$ cat config.mk
export PLATFORM = sky130hd
export DESIGN_NAME = thread_slot_scheduler_flat
export DESIGN_NICKNAME = d
export VERILOG_FILES = /design/src/hdl/tss_pkg.sv /design/src/hdl/tss_if.sv /design/src/hdl/tss_ram.sv /design/src/hdl/tss_datapath.sv /design/src/hdl/tss_ctrl.sv /design/src/hdl/thread_slot_scheduler.sv /design/src/flat_wrapper.sv
export SDC_FILE = /design/constraint.sdc
export NUM_CORES = 1
export LEC_CHECK = 0
export BUFFER_PORTS_ARGS = -buffer_cell sky130_fd_sc_hd__buf_2
export CELL_PAD_IN_SITES_DETAIL_PLACEMENT = 2
export CELL_PAD_IN_SITES_GLOBAL_PLACEMENT = 2
export CORE_ASPECT_RATIO = 1.25
export CORE_MARGIN = 8
export CORE_UTILIZATION = 50
export DETAILED_ROUTE_END_ITERATION = 8
export GPL_TIMING_DRIVEN = 0
export PLACE_DENSITY = 0.89
export SLEW_MARGIN = 25
export SYNTH_ARGS = -nofsm -noshare
export SYNTH_HDL_FRONTEND = slang
export SYNTH_HIERARCHICAL = 1
export SYNTH_SLANG_ARGS = --single-unit
$ cat constraint.sdc
create_clock -name clk -period 9.4 [get_ports clk]
set_clock_uncertainty 0.15 [all_clocks]
set_input_delay 0.47 -clock clk [delete_from_list [all_inputs] [get_ports clk]]
set_output_delay 0.47 -clock clk [all_outputs]
set_load 0.05 [all_outputs]
$ cat src/hdl/tss_pkg.sv
`timescale 1ns / 1ps

package tss_pkg;

  localparam int SLOTS_DEF = 16;

  // event codes
  typedef enum logic [3:0] {
    CMD_INIT    = 4'd0,
    CMD_TICK    = 4'd1,
    CMD_FAULT   = 4'd2,
    CMD_TRACE   = 4'd3,
    CMD_EXIT    = 4'd4,
    CMD_SYSCALL = 4'd5,
    CMD_NEW     = 4'd6,
    CMD_SLEEP   = 4'd7,
    CMD_GETCHAR = 4'd8,
    CMD_KEY     = 4'd9
  } cmd_t;

  typedef enum logic [1:0] {
    ST_EMPTY  = 2'd0,
    ST_READY  = 2'd1,
    ST_ASLEEP = 2'd2,
    ST_WAIT   = 2'd3
  } slot_st_t;

  typedef enum logic [1:0] {
    MODE_NONE  = 2'd0,
    MODE_EMPTY = 2'd1,
    MODE_WAIT  = 2'd2,
    MODE_SCHED = 2'd3
  } scan_mode_t;

  typedef enum logic [1:0] {
    STATUS_OK       = 2'd0,
    STATUS_FULL     = 2'd1,
    STATUS_NO_READY = 2'd2
  } status_t;

  // controller to datapath
  typedef struct packed {
    logic       load;
    logic       act;
    logic       init_step;
    logic       scan_setup;
    scan_mode_t scan_mode;
    logic       scan_run;
    logic       finish;
    logic       publish;
  } tss_cmd_t;

  // datapath to controller
  typedef struct packed {
    logic [3:0] command;
    logic       key_zero;
    logic       scan_done;
    logic       out_free;
  } tss_stat_t;

endpackage

$ cat src/hdl/tss_if.sv
`timescale 1ns / 1ps

interface tss_req_if;
  logic               valid;
  logic               ready;
  logic [3:0]         command;
  logic [31:0]        now_seconds;
  logic signed [15:0] sleep_seconds;
  logic [7:0]         key_char;

  modport source (output valid, command, now_seconds, sleep_seconds, key_char, input ready);
  modport sink (input valid, command, now_seconds, sleep_seconds, key_char, output ready);
endinterface

interface tss_rsp_if;
  logic       valid;
  logic       ready;
  logic [3:0] running_slot;
  logic [3:0] child_slot;
  logic [1:0] status;
  logic       char_valid;
  logic [3:0] char_slot;
  logic [7:0] char_value;

  modport source (output valid, running_slot, child_slot, status, char_valid, char_slot,
                  char_value, input ready);
  modport sink (input valid, running_slot, child_slot, status, char_valid, char_slot,
                char_value, output ready);
endinterface

$ cat src/hdl/tss_ram.sv
`timescale 1ns / 1ps

module tss_ram #(
  parameter int WIDTH = 8,
  parameter int DEPTH = 16,
  localparam int AW = $clog2(DEPTH)
) (
  input  logic             clk,
  input  logic             we,
  input  logic [AW-1:0]    waddr,
  input  logic [WIDTH-1:0] wdata,
  input  logic             re,
  input  logic [AW-1:0]    raddr,
  output logic [WIDTH-1:0] rdata
);

  logic [WIDTH-1:0] mem [DEPTH];

  always_ff @(posedge clk) begin
    if (we) begin
      mem[waddr] <= wdata;
    end
    if (re) begin
      rdata <= mem[raddr];
    end
  end

endmodule

$ cat src/hdl/tss_datapath.sv
`timescale 1ns / 1ps

module tss_datapath import tss_pkg::*; #(
  parameter int SLOTS = SLOTS_DEF
) (
  input  logic               clk,
  input  logic               rst,
  input  tss_cmd_t           ctl,
  output tss_stat_t          stat,
  input  logic [3:0]         command,
  input  logic [31:0]        now_seconds,
  input  logic signed [15:0] sleep_seconds,
  input  logic [7:0]         key_char,
  input  logic               rsp_ready,
  output logic               rsp_valid,
  output logic [3:0]         running_slot,
  output logic [3:0]         child_slot,
  output logic [1:0]         status,
  output logic               char_valid,
  output logic [3:0]         char_slot,
  output logic [7:0]         char_value
);

  localparam int IW = $clog2(SLOTS);
  localparam int CW = $clog2(SLOTS + 1);
  localparam int XW = (IW > 4) ? IW : 4;
  localparam logic [IW-1:0] LAST_SLOT = IW'(SLOTS - 1);
  localparam logic [CW-1:0] SCAN_END = CW'(SLOTS);

  // latched request
  logic [3:0]  cmd_q;
  logic [31:0] now_q;
  logic [15:0] slp_q;
  logic [7:0]  key_q;

  // architectural state
  logic [IW-1:0]    cur;
  logic [IW-1:0]    cur_inc;
  logic [7:0]       char_buf;
  logic [SLOTS-1:0] vld;

  // per-request working registers
  scan_mode_t    mode;
  logic          found;
  logic [IW-1:0] found_slot;
  logic          full;
  logic [IW-1:0] child;
  logic          cvalid;
  logic [IW-1:0] cslot;
  logic [7:0]    cval;
  status_t       status_q;

  // scan engine
  logic [IW-1:0] ptr;
  logic [IW-1:0] ptr_inc;
  logic [CW-1:0] cnt;
  logic          rd_vld;
  logic [IW-1:0] rd_addr;
  logic          issue;
  logic          proc;
  logic          hit_low;
  logic          expired;
  logic          eff_ready;
  slot_st_t      rd_state;
  logic [1:0]    st_rdata;
  logic [31:0]   wk_rdata;
  logic [31:0]   wake_diff;

  // ram write port
  logic          st_we;
  logic [IW-1:0] st_waddr;
  slot_st_t      st_wdata;
  logic          wk_we;
  logic [31:0]   wk_wdata;

  // slot numbers widened before taking the low nibble
  logic [XW-1:0] cur_x;
  logic [XW-1:0] child_x;
  logic [XW-1:0] cslot_x;

  assign cur_inc = (cur == LAST_SLOT) ? '0 : cur + 1'b1;
  assign ptr_inc = (ptr == LAST_SLOT) ? '0 : ptr + 1'b1;

  assign issue = ctl.scan_run && (cnt != SCAN_END) && !(found && mode != MODE_SCHED);
  assign proc  = ctl.scan_run && rd_vld;

  assign rd_state  = vld[rd_addr] ? slot_st_t'(st_rdata) : ST_EMPTY;
  assign wake_diff = wk_rdata - now_q;
  assign expired   = (rd_state == ST_ASLEEP) && ((wake_diff == '0) || wake_diff[31]);
  assign eff_ready = (rd_state == ST_READY) || expired;
  assign hit_low   = proc && !found &&
                     (((mode == MODE_EMPTY) && (rd_state == ST_EMPTY)) ||
                      ((mode == MODE_WAIT) && (rd_state == ST_WAIT)));

  assign wk_we    = ctl.act && (cmd_q == CMD_SLEEP);
  assign wk_wdata = now_q + {{16{slp_q[15]}}, slp_q};

  always_comb begin
    st_we    = 1'b0;
    st_waddr = cur;
    st_wdata = ST_READY;
    if (ctl.act) begin
      unique case (cmd_q) inside
        CMD_INIT: begin
          st_we = 1'b1;
        end
        CMD_TICK, CMD_SYSCALL, CMD_TRACE, CMD_NEW, CMD_KEY: begin
          st_we = 1'b0;
        end
        CMD_SLEEP: begin
          st_we    = 1'b1;
          st_wdata = ST_ASLEEP;
        end
        CMD_GETCHAR: begin
          st_we    = (char_buf == '0);
          st_wdata = ST_WAIT;
        end
        default: begin
          st_we    = 1'b1;
          st_wdata = ST_EMPTY;
        end
      endcase
    end else if (ctl.init_step) begin
      st_we    = 1'b1;
      st_waddr = cur_inc;
    end else if (hit_low || (proc && mode == MODE_SCHED && expired)) begin
      st_we    = 1'b1;
      st_waddr = rd_addr;
    end
  end

  tss_ram #(.WIDTH(2), .DEPTH(SLOTS)) u_state_ram (
    .clk   (clk),
    .we    (st_we),
    .waddr (st_waddr),
    .wdata (st_wdata),
    .re    (issue),
    .raddr (ptr),
    .rdata (st_rdata)
  );

  tss_ram #(.WIDTH(32), .DEPTH(SLOTS)) u_wake_ram (
    .clk   (clk),
    .we    (wk_we),
    .waddr (cur),
    .wdata (wk_wdata),
    .re    (issue),
    .raddr (ptr),
    .rdata (wk_rdata)
  );

  // control state
  always_ff @(posedge clk) begin
    if (rst) begin
      cur       <= '0;
      char_buf  <= '0;
      vld       <= '0;
      rd_vld    <= 1'b0;
      rsp_valid <= 1'b0;
    end else begin
      rd_vld <= issue;
      if (st_we) begin
        vld[st_waddr] <= 1'b1;
      end
      if (ctl.init_step) begin
        cur <= cur_inc;
      end
      if (ctl.act && cmd_q == CMD_GETCHAR && char_buf != '0) begin
        char_buf <= '0;
      end
      if (ctl.finish && mode == MODE_SCHED && found) begin
        cur <= found_slot;
      end
      if (ctl.finish && mode == MODE_WAIT && !found) begin
        char_buf <= key_q;
      end
      if (ctl.publish) begin
        rsp_valid <= 1'b1;
      end else if (rsp_valid && rsp_ready) begin
        rsp_valid <= 1'b0;
      end
    end
  end

  // payload and working registers
  always_ff @(posedge clk) begin
    if (ctl.load) begin
      cmd_q  <= command;
      now_q  <= now_seconds;
      slp_q  <= sleep_seconds;
      key_q  <= key_char;
      child  <= '0;
      cvalid <= 1'b0;
      cslot  <= '0;
      cval   <= '0;
      full   <= 1'b0;
      found  <= 1'b0;
      mode   <= MODE_NONE;
    end
    if (ctl.act && cmd_q == CMD_GETCHAR && char_buf != '0) begin
      cvalid <= 1'b1;
      cslot  <= cur;
      cval   <= char_buf;
    end
    if (ctl.scan_setup) begin
      mode  <= ctl.scan_mode;
      found <= 1'b0;
      cnt   <= '0;
      ptr   <= (ctl.scan_mode == MODE_SCHED) ? cur_inc : '0;
      if (ctl.scan_mode == MODE_SCHED && mode == MODE_EMPTY) begin
        full <= !found;
      end
    end
    if (issue) begin
      ptr     <= ptr_inc;
      cnt     <= cnt + 1'b1;
      rd_addr <= ptr;
    end
    if (hit_low) begin
      found <= 1'b1;
      if (mode == MODE_EMPTY) begin
        child <= rd_addr;
      end else begin
        cvalid <= 1'b1;
        cslot  <= rd_addr;
        cval   <= key_q;
      end
    end
    if (proc && mode == MODE_SCHED && !found && eff_ready) begin
      found      <= 1'b1;
      found_slot <= rd_addr;
    end
    if (ctl.finish) begin
      if (mode == MODE_SCHED && !found) begin
        status_q <= STATUS_NO_READY;
      end else if (full) begin
        status_q <= STATUS_FULL;
      end else begin
        status_q <= STATUS_OK;
      end
    end
  end

  assign cur_x   = XW'(cur);
  assign child_x = XW'(child);
  assign cslot_x = XW'(cslot);

  // result register, free for the next request once loaded
  always_ff @(posedge clk) begin
    if (ctl.publish) begin
      running_slot <= cur_x[3:0];
      child_slot   <= child_x[3:0];
      status       <= status_q;
      char_valid   <= cvalid;
      char_slot    <= cslot_x[3:0];
      char_value   <= cval;
    end
  end

  assign stat.command   = cmd_q;
  assign stat.key_zero  = (key_q == '0);
  assign stat.scan_done = ((cnt == SCAN_END) && !rd_vld) || (found && mode != MODE_SCHED);
  assign stat.out_free  = !rsp_valid || rsp_ready;

endmodule

$ cat src/hdl/tss_ctrl.sv
`timescale 1ns / 1ps

module tss_ctrl import tss_pkg::*; (
  input  logic      clk,
  input  logic      rst,
  input  logic      req_valid,
  output logic      req_ready,
  input  tss_stat_t stat,
  output tss_cmd_t  ctl
);

  typedef enum logic [8:0] {
    S_IDLE        = 9'b000000001,
    S_ACT         = 9'b000000010,
    S_INIT2       = 9'b000000100,
    S_SETUP_LOW   = 9'b000001000,
    S_SCAN_LOW    = 9'b000010000,
    S_SETUP_SCHED = 9'b000100000,
    S_SCAN_SCHED  = 9'b001000000,
    S_FINISH      = 9'b010000000,
    S_DONE        = 9'b100000000
  } fsm_t;

  fsm_t state;
  fsm_t state_next;

  always_ff @(posedge clk) begin
    if (rst) begin
      state <= S_IDLE;
    end else begin
      state <= state_next;
    end
  end

  always_comb begin
    state_next = state;
    ctl        = '0;
    req_ready  = 1'b0;
    unique case (state)
      S_IDLE: begin
        req_ready = 1'b1;
        if (req_valid) begin
          ctl.load   = 1'b1;
          state_next = S_ACT;
        end
      end
      S_ACT: begin
        ctl.act = 1'b1;
        unique case (stat.command) inside
          CMD_INIT:  state_next = S_INIT2;
          CMD_TRACE: state_next = S_FINISH;
          CMD_NEW:   state_next = S_SETUP_LOW;
          CMD_KEY:   state_next = stat.key_zero ? S_FINISH : S_SETUP_LOW;
          default:   state_next = S_SETUP_SCHED;
        endcase
      end
      S_INIT2: begin
        ctl.init_step = 1'b1;
        state_next    = S_FINISH;
      end
      S_SETUP_LOW: begin
        ctl.scan_setup = 1'b1;
        ctl.scan_mode  = (stat.command == CMD_KEY) ? MODE_WAIT : MODE_EMPTY;
        state_next     = S_SCAN_LOW;
      end
      S_SCAN_LOW: begin
        ctl.scan_run = 1'b1;
        if (stat.scan_done) begin
          state_next = (stat.command == CMD_KEY) ? S_FINISH : S_SETUP_SCHED;
        end
      end
      S_SETUP_SCHED: begin
        ctl.scan_setup = 1'b1;
        ctl.scan_mode  = MODE_SCHED;
        state_next     = S_SCAN_SCHED;
      end
      S_SCAN_SCHED: begin
        ctl.scan_run = 1'b1;
        if (stat.scan_done) begin
          state_next = S_FINISH;
        end
      end
      S_FINISH: begin
        ctl.finish = 1'b1;
        state_next = S_DONE;
      end
      S_DONE: begin
        if (stat.out_free) begin
          ctl.publish = 1'b1;
          state_next  = S_IDLE;
        end
      end
      default: begin
        state_next = S_IDLE;
      end
    endcase
  end

endmodule

$ cat src/hdl/thread_slot_scheduler.sv
`timescale 1ns / 1ps

// Round-robin thread scheduler over SLOTS slots (empty, ready, asleep, waiting for a
// character) with per-slot wake times and a one-character keyboard buffer. Each request
// on req carries an event code and gives exactly one response on rsp: the slot that runs
// next, the slot handed to a new thread, a status (ok, table full, no ready slot) and an
// optional character delivery. Slot states and wake times live in two small RAMs with a
// registered read; one scan unit walks them one slot per clock. A scheduling event (tick,
// syscall, fault, exit, sleep, getchar) runs the scheduling scan, a new thread the
// empty-slot scan and then the scheduling scan, a key the waiting-slot scan, and init,
// trace or a null key none. The scan for the lowest empty or waiting slot stops at the
// first hit; the scheduling scan always visits every slot because it also wakes expired
// sleepers. The result sits in an output register, so the next request is taken while
// it waits. Reset clears all slots to empty through per-slot valid bits, no clearing pass.

module thread_slot_scheduler import tss_pkg::*; #(
  parameter int SLOTS = SLOTS_DEF
) (
  input  logic      clk,
  input  logic      rst,
  tss_req_if.sink   req,
  tss_rsp_if.source rsp
);

  tss_cmd_t  ctl;
  tss_stat_t stat;
  logic      req_ready;

  assign req.ready = req_ready;

  // sequencer: one request at a time, walks the scan unit
  tss_ctrl u_ctrl (
    .clk       (clk),
    .rst       (rst),
    .req_valid (req.valid),
    .req_ready (req_ready),
    .stat      (stat),
    .ctl       (ctl)
  );

  // slot tables, scan unit and response register
  tss_datapath #(.SLOTS(SLOTS)) u_datapath (
    .clk           (clk),
    .rst           (rst),
    .ctl           (ctl),
    .stat          (stat),
    .command       (req.command),
    .now_seconds   (req.now_seconds),
    .sleep_seconds (req.sleep_seconds),
    .key_char      (req.key_char),
    .rsp_ready     (rsp.ready),
    .rsp_valid     (rsp.valid),
    .running_slot  (rsp.running_slot),
    .child_slot    (rsp.child_slot),
    .status        (rsp.status),
    .char_valid    (rsp.char_valid),
    .char_slot     (rsp.char_slot),
    .char_value    (rsp.char_value)
  );

endmodule

$ cat src/flat_wrapper.sv
// flat-port wrapper written by rule: the top's interface ports become plain ports
module thread_slot_scheduler_flat import tss_pkg::*;
#(
  parameter int SLOTS = SLOTS_DEF
)
  (clk, rst, req_valid, req_command, req_now_seconds, req_sleep_seconds, req_key_char, req_ready, rsp_valid, rsp_running_slot, rsp_child_slot, rsp_status, rsp_char_valid, rsp_char_slot, rsp_char_value, rsp_ready);
  tss_req_if req_i ();
  tss_rsp_if rsp_i ();
  input  logic clk;
  input  logic rst;
  input wire logic [$bits(req_i.valid)-1:0] req_valid;
  input wire logic [$bits(req_i.command)-1:0] req_command;
  input wire logic [$bits(req_i.now_seconds)-1:0] req_now_seconds;
  input wire logic [$bits(req_i.sleep_seconds)-1:0] req_sleep_seconds;
  input wire logic [$bits(req_i.key_char)-1:0] req_key_char;
  output wire logic [$bits(req_i.ready)-1:0] req_ready;
  output wire logic [$bits(rsp_i.valid)-1:0] rsp_valid;
  output wire logic [$bits(rsp_i.running_slot)-1:0] rsp_running_slot;
  output wire logic [$bits(rsp_i.child_slot)-1:0] rsp_child_slot;
  output wire logic [$bits(rsp_i.status)-1:0] rsp_status;
  output wire logic [$bits(rsp_i.char_valid)-1:0] rsp_char_valid;
  output wire logic [$bits(rsp_i.char_slot)-1:0] rsp_char_slot;
  output wire logic [$bits(rsp_i.char_value)-1:0] rsp_char_value;
  input wire logic [$bits(rsp_i.ready)-1:0] rsp_ready;
  assign req_i.valid = req_valid;
  assign req_i.command = req_command;
  assign req_i.now_seconds = req_now_seconds;
  assign req_i.sleep_seconds = req_sleep_seconds;
  assign req_i.key_char = req_key_char;
  assign req_ready = req_i.ready;
  assign rsp_valid = rsp_i.valid;
  assign rsp_running_slot = rsp_i.running_slot;
  assign rsp_child_slot = rsp_i.child_slot;
  assign rsp_status = rsp_i.status;
  assign rsp_char_valid = rsp_i.char_valid;
  assign rsp_char_slot = rsp_i.char_slot;
  assign rsp_char_value = rsp_i.char_value;
  assign rsp_i.ready = rsp_ready;
  thread_slot_scheduler #(.SLOTS(SLOTS)) u_core (.clk(clk), .rst(rst), .req(req_i), .rsp(rsp_i));
endmodule
==> results.cfg <==
[status]
status = finished, violations left
violations = max-capacitance violations, max-slew violations

[synthesis]
synth_seq_cells = 740
ys_warn_count = 6
synth_most_common_cell = edfxtp_1
synth_area_leaders = edfxtp_1, mux4_2, dfxtp_1
ys.flop_type = edfxtp_1
yosys-top-cells-count = edfxtp_1, mux4_2, nand2_1, nor2_1, a21oi_1
ys_types = 95
postSynthCellCount = 1982
synth_edf_count = 682
async_reset_ff_share_pct = 0
ys_seq_area_share_pct = 68.0
netlist_area_um2 = 31800
synth_nets = 2114
avgSynthCellArea_um2 = 16.1
yosysTopAreaCellShare_pct = 64.4
synth_top_area_cell = edfxtp_1

[clocking]
cts.clk_slew.worst_paths_ps = 70
cts_buffers = 76
clk_latency_ps = 680
clock-sinks = 740
cts_max_level = 3
root_buffer = clkbuf_16
cts_tree = done
cts_buffer_depth = 3

[die]
pin_count = 89
fp.dieW_um = 242
rows = 103
core_area_um2 = 63000
dieHeight_um = 298
dieArea_um2 = 72000
start_util_pct = 50.5

[critical_path]
crit_arrival_ps = 9000
critPathRequiredTime_ps = 9530
path_class = reg -> reg
start_kind = register
path_max_fanout = 7
end_kind = register

[sta]
slew_viol_final = 2
finalHoldViolations = 0
setup_violations = 0
slew_headroom_pct = -143
rsz0062_at_grt = no
worst_slack_ps = 527
finalCritPeriodShare_pct = 94.4
tightest_slew_ps = 3550
tns_ps = 0
max_freq_mhz = 113
period_minus_slack_ps = 8870

[placement]
port-buffer-count = 88
pre_cts_ws_ps = 3200
gp_congestion = 0.865
dpl.hpwl_um = 79600
place_area_um2 = 34300

[global_routing]
grt_pass1_wl_um = 198000
grt_max_degree = 33
grt_pass1_vias = 24800
antenna_found_initial = 15
grt_overflow_total = 0
grtUsageTotal_pct = 38.6

[flow_run]
drv_cap = 1

[layout]
final_util_pct = 59.7
layout.nets = 2403
layout-drive-gt1-share_pct = 21.9
final_cell_area_um2 = 37600
area.growth.synth_to_final_pct = 18.2

[route]
vias_per_cell = 7.69
drtIter0Drc = 3666
wirelength_um = 157000
wire_per_inst_um = 49.3
route.detailed.drc = 0
drt_pre_antenna_iters = 5
ant_nets = 0
num_vias = 24400

[power_and_ir_drop]
pwr_density_cell_nw_per_um2 = 249
power_mw = 9.35
p_leak_nw = 13.2
peakVddDrop_mv = 0.212

[min_path]
min_path_type = in -> reg
[stage by stage]
step           std cells  hold WS [ps]
3_3_place_gp        2910           257
2_1_floorplan       1982           250
4_1_cts             3158          32.9
3_5_place_dp        2962           262
6_report            3178          37.6
5_1_grt             3169          66.9
[final cells by class]
cell class	instances	area, um^2
clock buffer	97	2040
sequential	740	21600
buffer	77	373
fill	5248	25400
timing repair buffer	211	2020
antenna	10	25.0
tap	840	1050
clock inverter	38	313
multi-input combinational	1099	9900
inverter	66	248
[registers in the layout, indices dropped and copies added (netlist names), 5 cells and up]
signal and flops:
u_core/u_ctrl/state 9, u_core/u_datapath/char_buf 8, u_core/u_datapath/char_value 8, u_core/u_datapath/cnt 5, u_core/u_datapath/cval 8, u_core/u_datapath/key_q 8, u_core/u_datapath/now_q 32, u_core/u_datapath/slp_q 16
u_core/u_datapath/u_state_ram/mem 32, u_core/u_datapath/u_wake_ram/mem 512, u_core/u_datapath/u_wake_ram/rdata 32, u_core/u_datapath/vld 16
[layout by cell type, fill, tap and decap left out, types with 12 or more instances in the layout]
master,n
nand3_1,36
and3_1,20
buf_4,31
o21ai_0,57
dlygate4sd3_1,61
nand4_1,20
o2bb2ai_1,16
nor2_1,84
clkbuf_1,58
a22oi_1,67
nor2_4,12
clkbuf_16,77
xor2_1,16
clkinv_1,12
ha_1,66
dfxtp_1,58
clkinv_2,15
inv_1,63
buf_16,19
xnor2_2,20
a21oi_1,89
nand2b_1,26
xnor2_1,12
a21o_1,22
nor2b_1,24
edfxtp_1,682
mux4_2,137
o21a_1,12
nand2_1,122
nor3_1,26
buf_6,15
buf_2,101
[final timing paths]
check	start	end	slack [ps]	cells after the start
worst max-delay path	u_core/u_datapath/now_q[26]$_DFFE_PP_	u_core/u_datapath/u_state_ram/mem[0][0]$_DFFE_PP_	530	16
worst min-delay path	rsp_ready	u_core/u_datapath/rsp_valid$_SDFFE_PP0P_	40	3
worst max register to register	u_core/u_datapath/now_q[26]$_DFFE_PP_	u_core/u_datapath/u_state_ram/mem[0][0]$_DFFE_PP_	530	16
worst min register to register	u_core/u_datapath/status_q[0]$_SDFFCE_PP0P_	u_core/u_datapath/status[0]$_DFFE_PP_	280	0
[repair_timing]
item / 4_1_cts / 5_1_grt
hold buffers: 61 / 0
setup buffers: 0 / 0
endpoints found under the hold margin: 63 / 0
gates resized for setup: 0 / 0
[critical path, cell delays in order (launching register included)]
cell       delay [ps]
edfxtp_1          420
inv_1             180
ha_1              280
clkbuf_1          240
a21oi_1           240
o21a_1            270
o21ai_0           230
a2111oi_0        2830
a31oi_1           460
nand4_1           420
or3_1             250
nor4_4            130
o31ai_2           630
nor2b_1           520
nor2_1            290
or3b_2            570
nor3_1            370
[where the power goes]
group / leakage, nW / switching [mW] / total, mW / internal (mW)
Sequential: 6.64 / 0.0797 / 4.21 / 4.13
Combinational: 5.37 / 1.43 / 1.92 / 0.484
Clock: 1.15 / 1.61 / 3.22 / 1.61
[logic make-up (layout without fill, tap and decap cells)]
logic type               after synthesis  in the layout  synth area share, %
other                                  0             10                    0
flip-flops                           740            740                 68.0
XOR/XNOR                              54             54                 1.49
AO/OA/AOI/OAI                        370            370                 7.99
adder cells (fa/ha/maj)               68             68                 2.72
buffers and inverters                143            489                 1.95
AND/OR/NAND/NOR                      461            461                 7.64
multiplexers                         146            146                 10.2
[layer usage]
layer	routed length (um)	share of wire (%)	vias to the layer above	GRT usage, %
li1	-	-	8506	-
met1	48700	31	12300	43.2
met2	72900	47	2703	64.4
met3	19100	12	950	7.82
met4	16100	10	12	29.9
met5	88	0.056	-	0
No activity file was read; power rests on OpenSTA's default activity.
